File: config.mk
export PLATFORM = sky130hd
export DESIGN_NAME = timed_suppression_table
export DESIGN_NICKNAME = d
export VERILOG_FILES = /design/src/hw/rtl/tst_pkg.sv /design/src/hw/rtl/timed_suppression_table.sv
export SDC_FILE = /design/constraint.sdc
export NUM_CORES = 1
export LEC_CHECK = 0
export ABC_AREA = 1
export CAP_MARGIN = 20
export CORE_MARGIN = 5
export CORE_UTILIZATION = 55
export DETAILED_ROUTE_END_ITERATION = 10
export DONT_BUFFER_PORTS = 1
export GPL_ROUTABILITY_DRIVEN = 0
export PLACE_DENSITY = 0.68
export SLEW_MARGIN = 20
export SYNTH_ARGS = -nofsm -noshare
export SYNTH_HDL_FRONTEND = slang
export SYNTH_SLANG_ARGS = --single-unit
File: constraint.sdc
create_clock -name clk -period 8.8 [get_ports clk]
set_input_delay 1.32 -clock clk [delete_from_list [all_inputs] [get_ports clk]]
set_output_delay 1.32 -clock clk [all_outputs]
set_load 0.005 [all_outputs]
File: src/hw/rtl/tst_pkg.sv
// Package for the timed suppression table: op and action codes, the
// controller state type and field widths. No dependencies.
`default_nettype none

package tst_pkg;

    // Default table depth
    localparam int SLOTS_DEFAULT = 16;

    // Field widths
    localparam int OWNER_W  = 16;
    localparam int PARAM_W  = 16;
    localparam int TIME_W   = 32;
    localparam int ENTRY_W  = OWNER_W + PARAM_W + TIME_W;
    localparam int S_DATA_W = 96;
    localparam int M_DATA_W = 8;

    // Op codes; code 3 is unused and ignored
    typedef enum logic [1:0] {
        OP_QUERY   = 2'd0,
        OP_REFRESH = 2'd1,
        OP_CLEAR   = 2'd2
    } op_t;

    // Refresh actions
    typedef enum logic [2:0] {
        ACT_NONE    = 3'd0,
        ACT_UPDATE  = 3'd1,
        ACT_RECLAIM = 3'd2,
        ACT_APPEND  = 3'd3,
        ACT_EVICT   = 3'd4
    } action_t;

    // Controller states
    typedef enum logic [1:0] {
        ST_IDLE,
        ST_MATCH,
        ST_RECLAIM,
        ST_DONE
    } state_t;

endpackage

`default_nettype wire

File: src/hw/rtl/timed_suppression_table.sv
// Timed suppression table: slot memory, scan controller and output register.
// Depends on tst_pkg.
//
// The block holds up to SLOTS (owner, parameter, expiry) slots in one
// synchronous memory and takes one item at a time. A query or refresh scans
// the used slots at one memory read per cycle, and a refresh that finds no
// match runs a second scan for an expired slot. The output register is then
// loaded once it is free. Clear, the unused op and owner zero skip the scans;
// a refresh that appends or evicts runs both. A finished result waits in the
// output register while the next item is accepted; clear only resets the
// slot count, so no clearing pass runs after reset or clear.
`default_nettype none

module timed_suppression_table #(
    parameter int SLOTS = tst_pkg::SLOTS_DEFAULT
) (
    input  wire logic                          clk,
    input  wire logic                          rst_n,
    // input item stream
    input  wire logic                          s_tvalid,
    output logic                               s_tready,
    // owner_id[15:0], param_index[31:16], time_sample[63:32],
    // expiry_sample[95:64]
    input  wire logic [tst_pkg::S_DATA_W-1:0]  s_tdata,
    // op[1:0]
    input  wire logic [1:0]                    s_tuser,
    // result item stream
    output logic                               m_tvalid,
    input  wire logic                          m_tready,
    // suppressed[0], refresh_action[3:1], slot_used[7:4]
    output logic [tst_pkg::M_DATA_W-1:0]       m_tdata
);

    localparam int IDX_W = (SLOTS > 1) ? $clog2(SLOTS) : 1;
    localparam int CNT_W = $clog2(SLOTS + 1);
    localparam int OW    = tst_pkg::OWNER_W;
    localparam int PW    = tst_pkg::PARAM_W;
    localparam int TW    = tst_pkg::TIME_W;
    localparam int EW    = tst_pkg::ENTRY_W;

    // Slot memory: owner in low bits, then param, then expiry
    logic [EW-1:0] slot_mem [SLOTS];
    logic [EW-1:0] rd_data_reg;
    logic          rd_en;
    logic [IDX_W-1:0] rd_addr;
    logic          wr_en;
    logic [IDX_W-1:0] wr_addr;
    logic [EW-1:0] wr_data;

    // Control registers
    tst_pkg::state_t  state_reg, state_next;
    logic [CNT_W-1:0] count_reg, count_next;
    logic [CNT_W-1:0] scan_idx_reg, scan_idx_next;
    logic             chk_valid_reg, chk_valid_next;
    logic [IDX_W-1:0] chk_idx_reg, chk_idx_next;
    logic             m_tvalid_reg, m_tvalid_next;

    // Payload registers
    tst_pkg::op_t     op_reg, op_next;
    logic [OW-1:0]    owner_reg, owner_next;
    logic [PW-1:0]    param_reg, param_next;
    logic [TW-1:0]    now_reg, now_next;
    logic [TW-1:0]    expiry_reg, expiry_next;
    logic             res_supp_reg, res_supp_next;
    tst_pkg::action_t res_act_reg, res_act_next;
    logic [IDX_W-1:0] res_slot_reg, res_slot_next;
    logic [tst_pkg::M_DATA_W-1:0] m_tdata_reg, m_tdata_next;

    // Slot fields of the word read last cycle
    logic [OW-1:0] rd_owner;
    logic [PW-1:0] rd_param;
    logic [TW-1:0] rd_expiry;
    logic [TW-1:0] live_diff;
    logic          rd_live;
    logic          key_match;
    logic          scan_more;
    logic          pass_end;
    logic          out_free;
    logic          in_accept;

    assign rd_owner  = rd_data_reg[OW-1:0];
    assign rd_param  = rd_data_reg[OW+PW-1:OW];
    assign rd_expiry = rd_data_reg[EW-1:OW+PW];
    assign live_diff = rd_expiry - now_reg;
    assign rd_live   = (live_diff != '0) && !live_diff[TW-1];
    assign key_match = (rd_owner == owner_reg) && (rd_param == param_reg);
    assign scan_more = (scan_idx_reg < count_reg);
    assign pass_end  = !chk_valid_reg && !scan_more;
    assign out_free  = !m_tvalid_reg || m_tready;
    assign in_accept = s_tvalid && s_tready;

    assign s_tready = (state_reg == tst_pkg::ST_IDLE);
    assign m_tvalid = m_tvalid_reg;
    assign m_tdata  = m_tdata_reg;

    // Slot memory write and registered read
    always_ff @(posedge clk)
    begin
        if (wr_en)
        begin
            slot_mem[wr_addr] <= wr_data;
        end
        if (rd_en)
        begin
            rd_data_reg <= slot_mem[rd_addr];
        end
    end

    // Control state
    always_ff @(posedge clk or negedge rst_n)
    begin
        if (!rst_n)
        begin
            state_reg     <= tst_pkg::ST_IDLE;
            count_reg     <= '0;
            scan_idx_reg  <= '0;
            chk_valid_reg <= 1'b0;
            m_tvalid_reg  <= 1'b0;
        end
        else
        begin
            state_reg     <= state_next;
            count_reg     <= count_next;
            scan_idx_reg  <= scan_idx_next;
            chk_valid_reg <= chk_valid_next;
            m_tvalid_reg  <= m_tvalid_next;
        end
    end

    // Payload state
    always_ff @(posedge clk)
    begin
        op_reg       <= op_next;
        owner_reg    <= owner_next;
        param_reg    <= param_next;
        now_reg      <= now_next;
        expiry_reg   <= expiry_next;
        chk_idx_reg  <= chk_idx_next;
        res_supp_reg <= res_supp_next;
        res_act_reg  <= res_act_next;
        res_slot_reg <= res_slot_next;
        m_tdata_reg  <= m_tdata_next;
    end

    // Next state, memory accesses and results
    always_comb
    begin
        state_next     = state_reg;
        count_next     = count_reg;
        scan_idx_next  = scan_idx_reg;
        chk_valid_next = 1'b0;
        chk_idx_next   = chk_idx_reg;
        m_tvalid_next  = m_tvalid_reg;
        op_next        = op_reg;
        owner_next     = owner_reg;
        param_next     = param_reg;
        now_next       = now_reg;
        expiry_next    = expiry_reg;
        res_supp_next  = res_supp_reg;
        res_act_next   = res_act_reg;
        res_slot_next  = res_slot_reg;
        m_tdata_next   = m_tdata_reg;
        rd_en          = 1'b0;
        rd_addr        = scan_idx_reg[IDX_W-1:0];
        wr_en          = 1'b0;
        wr_addr        = chk_idx_reg;
        wr_data        = {expiry_reg, param_reg, owner_reg};

        // Drop the result once taken
        if (m_tvalid_reg && m_tready)
        begin
            m_tvalid_next = 1'b0;
        end

        case (state_reg)
            tst_pkg::ST_IDLE:
            begin
                if (in_accept)
                begin
                    op_next       = tst_pkg::op_t'(s_tuser);
                    owner_next    = s_tdata[OW-1:0];
                    param_next    = s_tdata[OW+PW-1:OW];
                    now_next      = s_tdata[OW+PW+TW-1:OW+PW];
                    expiry_next   = s_tdata[OW+PW+2*TW-1:OW+PW+TW];
                    scan_idx_next = '0;
                    res_supp_next = 1'b0;
                    res_act_next  = tst_pkg::ACT_NONE;
                    res_slot_next = '0;
                    state_next    = tst_pkg::ST_DONE;
                    case (tst_pkg::op_t'(s_tuser))
                        tst_pkg::OP_QUERY,
                        tst_pkg::OP_REFRESH:
                        begin
                            if (s_tdata[OW-1:0] != '0)
                            begin
                                state_next = tst_pkg::ST_MATCH;
                            end
                        end
                        tst_pkg::OP_CLEAR:
                        begin
                            count_next = '0;
                        end
                        default:
                        begin
                            state_next = tst_pkg::ST_DONE;
                        end
                    endcase
                end
            end

            tst_pkg::ST_MATCH:
            begin
                // Issue the next read while checking the previous one
                if (scan_more)
                begin
                    rd_en          = 1'b1;
                    chk_valid_next = 1'b1;
                    chk_idx_next   = scan_idx_reg[IDX_W-1:0];
                    scan_idx_next  = scan_idx_reg + CNT_W'(1);
                end
                if (chk_valid_reg && key_match
                    && ((op_reg != tst_pkg::OP_QUERY) || rd_live))
                begin
                    chk_valid_next = 1'b0;
                    state_next     = tst_pkg::ST_DONE;
                    if (op_reg == tst_pkg::OP_QUERY)
                    begin
                        res_supp_next = 1'b1;
                    end
                    else
                    begin
                        wr_en         = 1'b1;
                        wr_addr       = chk_idx_reg;
                        res_act_next  = tst_pkg::ACT_UPDATE;
                        res_slot_next = chk_idx_reg;
                    end
                end
                else if (pass_end)
                begin
                    if (op_reg == tst_pkg::OP_QUERY)
                    begin
                        state_next = tst_pkg::ST_DONE;
                    end
                    else
                    begin
                        scan_idx_next = '0;
                        state_next    = tst_pkg::ST_RECLAIM;
                    end
                end
            end

            tst_pkg::ST_RECLAIM:
            begin
                // Look for the first expired slot; if none, append or evict slot 0
                if (scan_more)
                begin
                    rd_en          = 1'b1;
                    chk_valid_next = 1'b1;
                    chk_idx_next   = scan_idx_reg[IDX_W-1:0];
                    scan_idx_next  = scan_idx_reg + CNT_W'(1);
                end
                if (chk_valid_reg && !rd_live)
                begin
                    chk_valid_next = 1'b0;
                    wr_en          = 1'b1;
                    wr_addr        = chk_idx_reg;
                    res_act_next   = tst_pkg::ACT_RECLAIM;
                    res_slot_next  = chk_idx_reg;
                    state_next     = tst_pkg::ST_DONE;
                end
                else if (pass_end)
                begin
                    wr_en      = 1'b1;
                    state_next = tst_pkg::ST_DONE;
                    if (count_reg < CNT_W'(SLOTS))
                    begin
                        wr_addr       = count_reg[IDX_W-1:0];
                        count_next    = count_reg + CNT_W'(1);
                        res_act_next  = tst_pkg::ACT_APPEND;
                        res_slot_next = count_reg[IDX_W-1:0];
                    end
                    else
                    begin
                        wr_addr       = '0;
                        res_act_next  = tst_pkg::ACT_EVICT;
                        res_slot_next = '0;
                    end
                end
            end

            tst_pkg::ST_DONE:
            begin
                // Load the output register when it is free
                if (out_free)
                begin
                    m_tvalid_next = 1'b1;
                    m_tdata_next  = {4'(res_slot_reg), res_act_reg, res_supp_reg};
                    state_next    = tst_pkg::ST_IDLE;
                end
            end

            default:
            begin
                state_next = tst_pkg::ST_IDLE;
            end
        endcase
    end

    // Slot count never exceeds the table depth
    assert property (@(posedge clk) disable iff (!rst_n)
        count_reg <= CNT_W'(SLOTS))
    else $error("slot count above table depth");

    // Memory writes happen only during a scan
    assert property (@(posedge clk) disable iff (!rst_n)
        wr_en |-> (state_reg == tst_pkg::ST_MATCH || state_reg == tst_pkg::ST_RECLAIM))
    else $error("slot write outside a scan");

    // Reads stay within the used slots
    assert property (@(posedge clk) disable iff (!rst_n)
        rd_en |-> (scan_idx_reg < count_reg))
    else $error("slot read beyond used slots");

    // A clear empties the table
    assert property (@(posedge clk) disable iff (!rst_n)
        (in_accept && s_tuser == tst_pkg::OP_CLEAR) |=> (count_reg == '0))
    else $error("clear left slots in use");

    // A result is loaded only when the output register is free
    assert property (@(posedge clk) disable iff (!rst_n)
        (state_reg == tst_pkg::ST_DONE && m_tvalid_reg && !m_tready) |=> m_tvalid_reg)
    else $error("stalled result lost");

endmodule

`default_nettype wire
==> impl_metrics.env <==
export IMPL_status="finished clean"
export IMPL_clk_pin_slew_ns=0.06
export IMPL_grt_start_max_net_pins=245
export IMPL_fillers=6664
export IMPL_ir_drop_mv=0.234
export IMPL_finalMaxSlewViolations=0
export IMPL_timing_setup_tns_ns=0
export IMPL_synth_common_cells="1206 x edfxtp_1, 598 x nor2_1, 525 x o21ai_0, 430 x nand2_1, 216 x inv_1"
export IMPL_cts_sinks=1220
export IMPL_die_y_um=309
export IMPL_drive_above_1_share_pct=7.25
export IMPL_clk_latency_ns=0.69
export IMPL_finClkSkew_ns=0.0305
export IMPL_vias_per_cell=6.02
export IMPL_dr_pass1_iters=5
export IMPL_seq_area_frac_synth_pct=74.2
export IMPL_end_kind="flop"
export IMPL_design_area_um2=54300
export IMPL_postCtsSetupRepairBufs=0
export IMPL_start_util_pct=55.6
export IMPL_avgRoutedWirePerCell_um=23.1
export IMPL_cts_path_max_buffers=3
export IMPL_largest_register_ffs=1024
export IMPL_fin_nets=3950
export IMPL_fp_row_count=109
export IMPL_die_area_um2=95700
export IMPL_fin_crit_ns=5.07
export IMPL_critPathMaxFanout=48
export IMPL_synth_top_area_share_pct=73.4
export IMPL_power_frac_clock_pct=31.0
export IMPL_drt_wl_total_um=117000
export IMPL_drt_iter0_markers=3302
export IMPL_p_sw_share_pct=31.5
export IMPL_tritoncts="built"
export IMPL_synth_distinct_cells=44
export IMPL_timing_rr_start="scan_idx_reg[2]"
export IMPL_power_switching_mw=5.10
export IMPL_synth_top_cell_by_area="edfxtp_1"
export IMPL_crit_start="scan_idx_reg[2]"
export IMPL_hpwl_um=61600
export IMPL_port_buffers=0
export IMPL_synth_area_leaders="edfxtp_1 73%, o21ai_0 5.3%, nor2_1 4.6%"
export IMPL_cts_inserted_buffers=117
export IMPL_cts_resized=0
export IMPL_syn_area_um2=49300
export IMPL_hold_path_class="primary input to async pin"
export IMPL_vias=30500
export IMPL_synth_edf_count=1206
export IMPL_antenna_found_initial=7
export IMPL_gr_usage_met3_pct=3.35
export IMPL_stdcell_count=5072
export IMPL_fmax_ghz=0.197
export IMPL_synth_nets=3997
export IMPL_use_met2_pct=41.3
export IMPL_ys_warn_count=0
export IMPL_remaining_drc_errors=0
export IMPL_ctsHoldBuffers=0
export IMPL_placed_area_um2=50400
export IMPL_finalCritPeriodShare_pct=57.6
export IMPL_grt_overflow=0
export IMPL_rsz0062_at_grt="false"
export IMPL_tightest_slew_ns=1.23
export IMPL_final_antenna_net_count=0
export IMPL_grt_pass1_vias=30000
export IMPL_avgSynthCellArea_um2=12.8
export IMPL_p_leak_nw=18.5
export IMPL_async_flop_share_pct=1.15
export IMPL_pwr_share_seq_pct=46.8
export IMPL_cp_data_arrival_time_ns=5.37
export IMPL_finalHoldViolCount=0
export IMPL_critPathLaunchType="flop"
export IMPL_grt_busiest_layer="met2"
export IMPL_synthToLayoutAreaGrowth_pct=10.1
export IMPL_synthFlopType="edfxtp_1"
export IMPL_ioPinCount=112
export IMPL_required_ns=9.10
export IMPL_power_frac_comb_pct=22.2
export IMPL_p_int_mw=11.1
export IMPL_p_per_area_nw_per_um2=298
export IMPL_grt_usage_pct=24.2
export IMPL_drv_cap=0
export IMPL_maxSlewHeadroom_pct=18.2
export IMPL_root_buffer="clkbuf_16"
export IMPL_setup_viol=0
export IMPL_met1_usage_pct=33.2
export IMPL_dp_cells=4850
export IMPL_ys_seq_elements=1220
export IMPL_grt_pass1_wl_um=178000
export IMPL_yosysMostFrequentCell="edfxtp_1"
export IMPL_htreeDepth=3
export IMPL_critPathKind="flop to flop"
export IMPL_fin_util_pct=61.3
export IMPL_core_area_um2=88600
export IMPL_die_w_um=309
export IMPL_syn_inst=3853
[stage by stage]
stage	hold WS, ns	total power [mW]	setup slack (ns)
6_report	0.323	16.2	3.73
5_1_grt	0.289	17.0	3.41
4_1_cts	0.280	16.3	3.77
3_5_place_dp	0.407	11.3	3.78
3_3_place_gp	0.406	11.2	3.85
2_1_floorplan	0.400	10.1	3.36
[logic make-up after synthesis]
logic type	after synthesis	share of synthesized area (%)
AND/OR/NAND/NOR	1269	10.8
flip-flops	1220	74.2
AO/OA/AOI/OAI	863	10.2
buffers and inverters	432	3.34
adder cells (fa/ha/maj)	42	1.08
XOR/XNOR	27	0.480
[critical path, stage by stage, from the launching register on]
cell and delay, ns:
dfrtp_4 0.89, ha_1 0.37, a21oi_1 0.15, nand3b_1 0.14, nand3_2 0.16, inv_1 0.15
nor2_1 0.07, inv_1 0.15, nor2_1 0.08, inv_1 0.18, nand2_1 0.08, o21ai_1 0.14
inv_1 0.09, nor2_1 0.25, nand2_1 0.15, nor2_4 0.80, buf_4 0.80
[cells in the final DEF, fill, tap and decap left out, types with 3 or more instances in the layout]
master     synthesis  final
nor2_2            11     11
diode_2            0      5
inv_1            216    212
nand3_2           10     10
clkinv_1           1     28
o21ai_1            4      4
ha_1              41     41
nand3_1          147    147
o211ai_1          32     32
nand4_1           17     17
o21ai_0          525    525
dfrtp_1           14     11
clkinv_2           0     24
nor4_1             5      5
xnor2_1           10     10
clkbuf_16          0    118
and2_1             5      5
nor3_1             8      8
a211oi_1           3      3
nand2_2           12     12
buf_12             1      3
nand2_1          430    430
nor2_4            13     21
clkbuf_1         192     22
o22ai_1          164    164
edfxtp_1        1206   1206
buf_4              1     36
a21oi_1           28     28
inv_2              8      7
nand2_4            4      4
xor2_1            17     17
o221ai_1          99     99
bufinv_16          0     16
nor2_1           598    590
inv_6              0      6
dfrtp_4            0      3
[final timing paths]
kind / to / slack, ns / cells past startpoint
max: slot_mem[11][41] / 3.73 / 16
max reg2reg: slot_mem[11][41] / 3.73 / 16
min in group clk: m_tdata[4] / 0.42 / 0
min: scan_idx_reg[3] / 0.32 / 0
max in group asynchronous: scan_idx_reg[2] / 8.39 / 0
min reg2reg: m_tdata[4] / 0.42 / 0
[power by group through the flow]
stage	logic, mW	clock network (mW)	registers [mW]
after floorplan	2.57	0	7.55
after CTS	3.58	5.10	7.58
after detailed placement	3.56	0	7.70
final	3.59	5.02	7.58
after global placement	3.51	0	7.68
after global routing	3.98	5.35	7.63
[final cells by class]
cell class	count	area, um2	share of cell area (%)
Antenna cell	5	12.5	0.0230
Clock buffer	140	3040	5.59
Clock inverter	75	810	1.49
Inverter	225	865	1.59
Multi-Input combinational cell	2201	11200	20.5
Sequential cell	1220	36600	67.4
Tap cell	1165	1460	2.68
Timing Repair Buffer	41	385	0.710
[per-layer routing]
metal  part of all wire, %  up-vias  routed length, um
met3                   6.7      212               7790
li1                      -    14000                  -
met2                    49     1101              57900
met1                    41    15300              48500
met5                 0.048        -                 56
met4                   2.5        8               2880
Note: power is estimated with default switching activity, not from simulation.
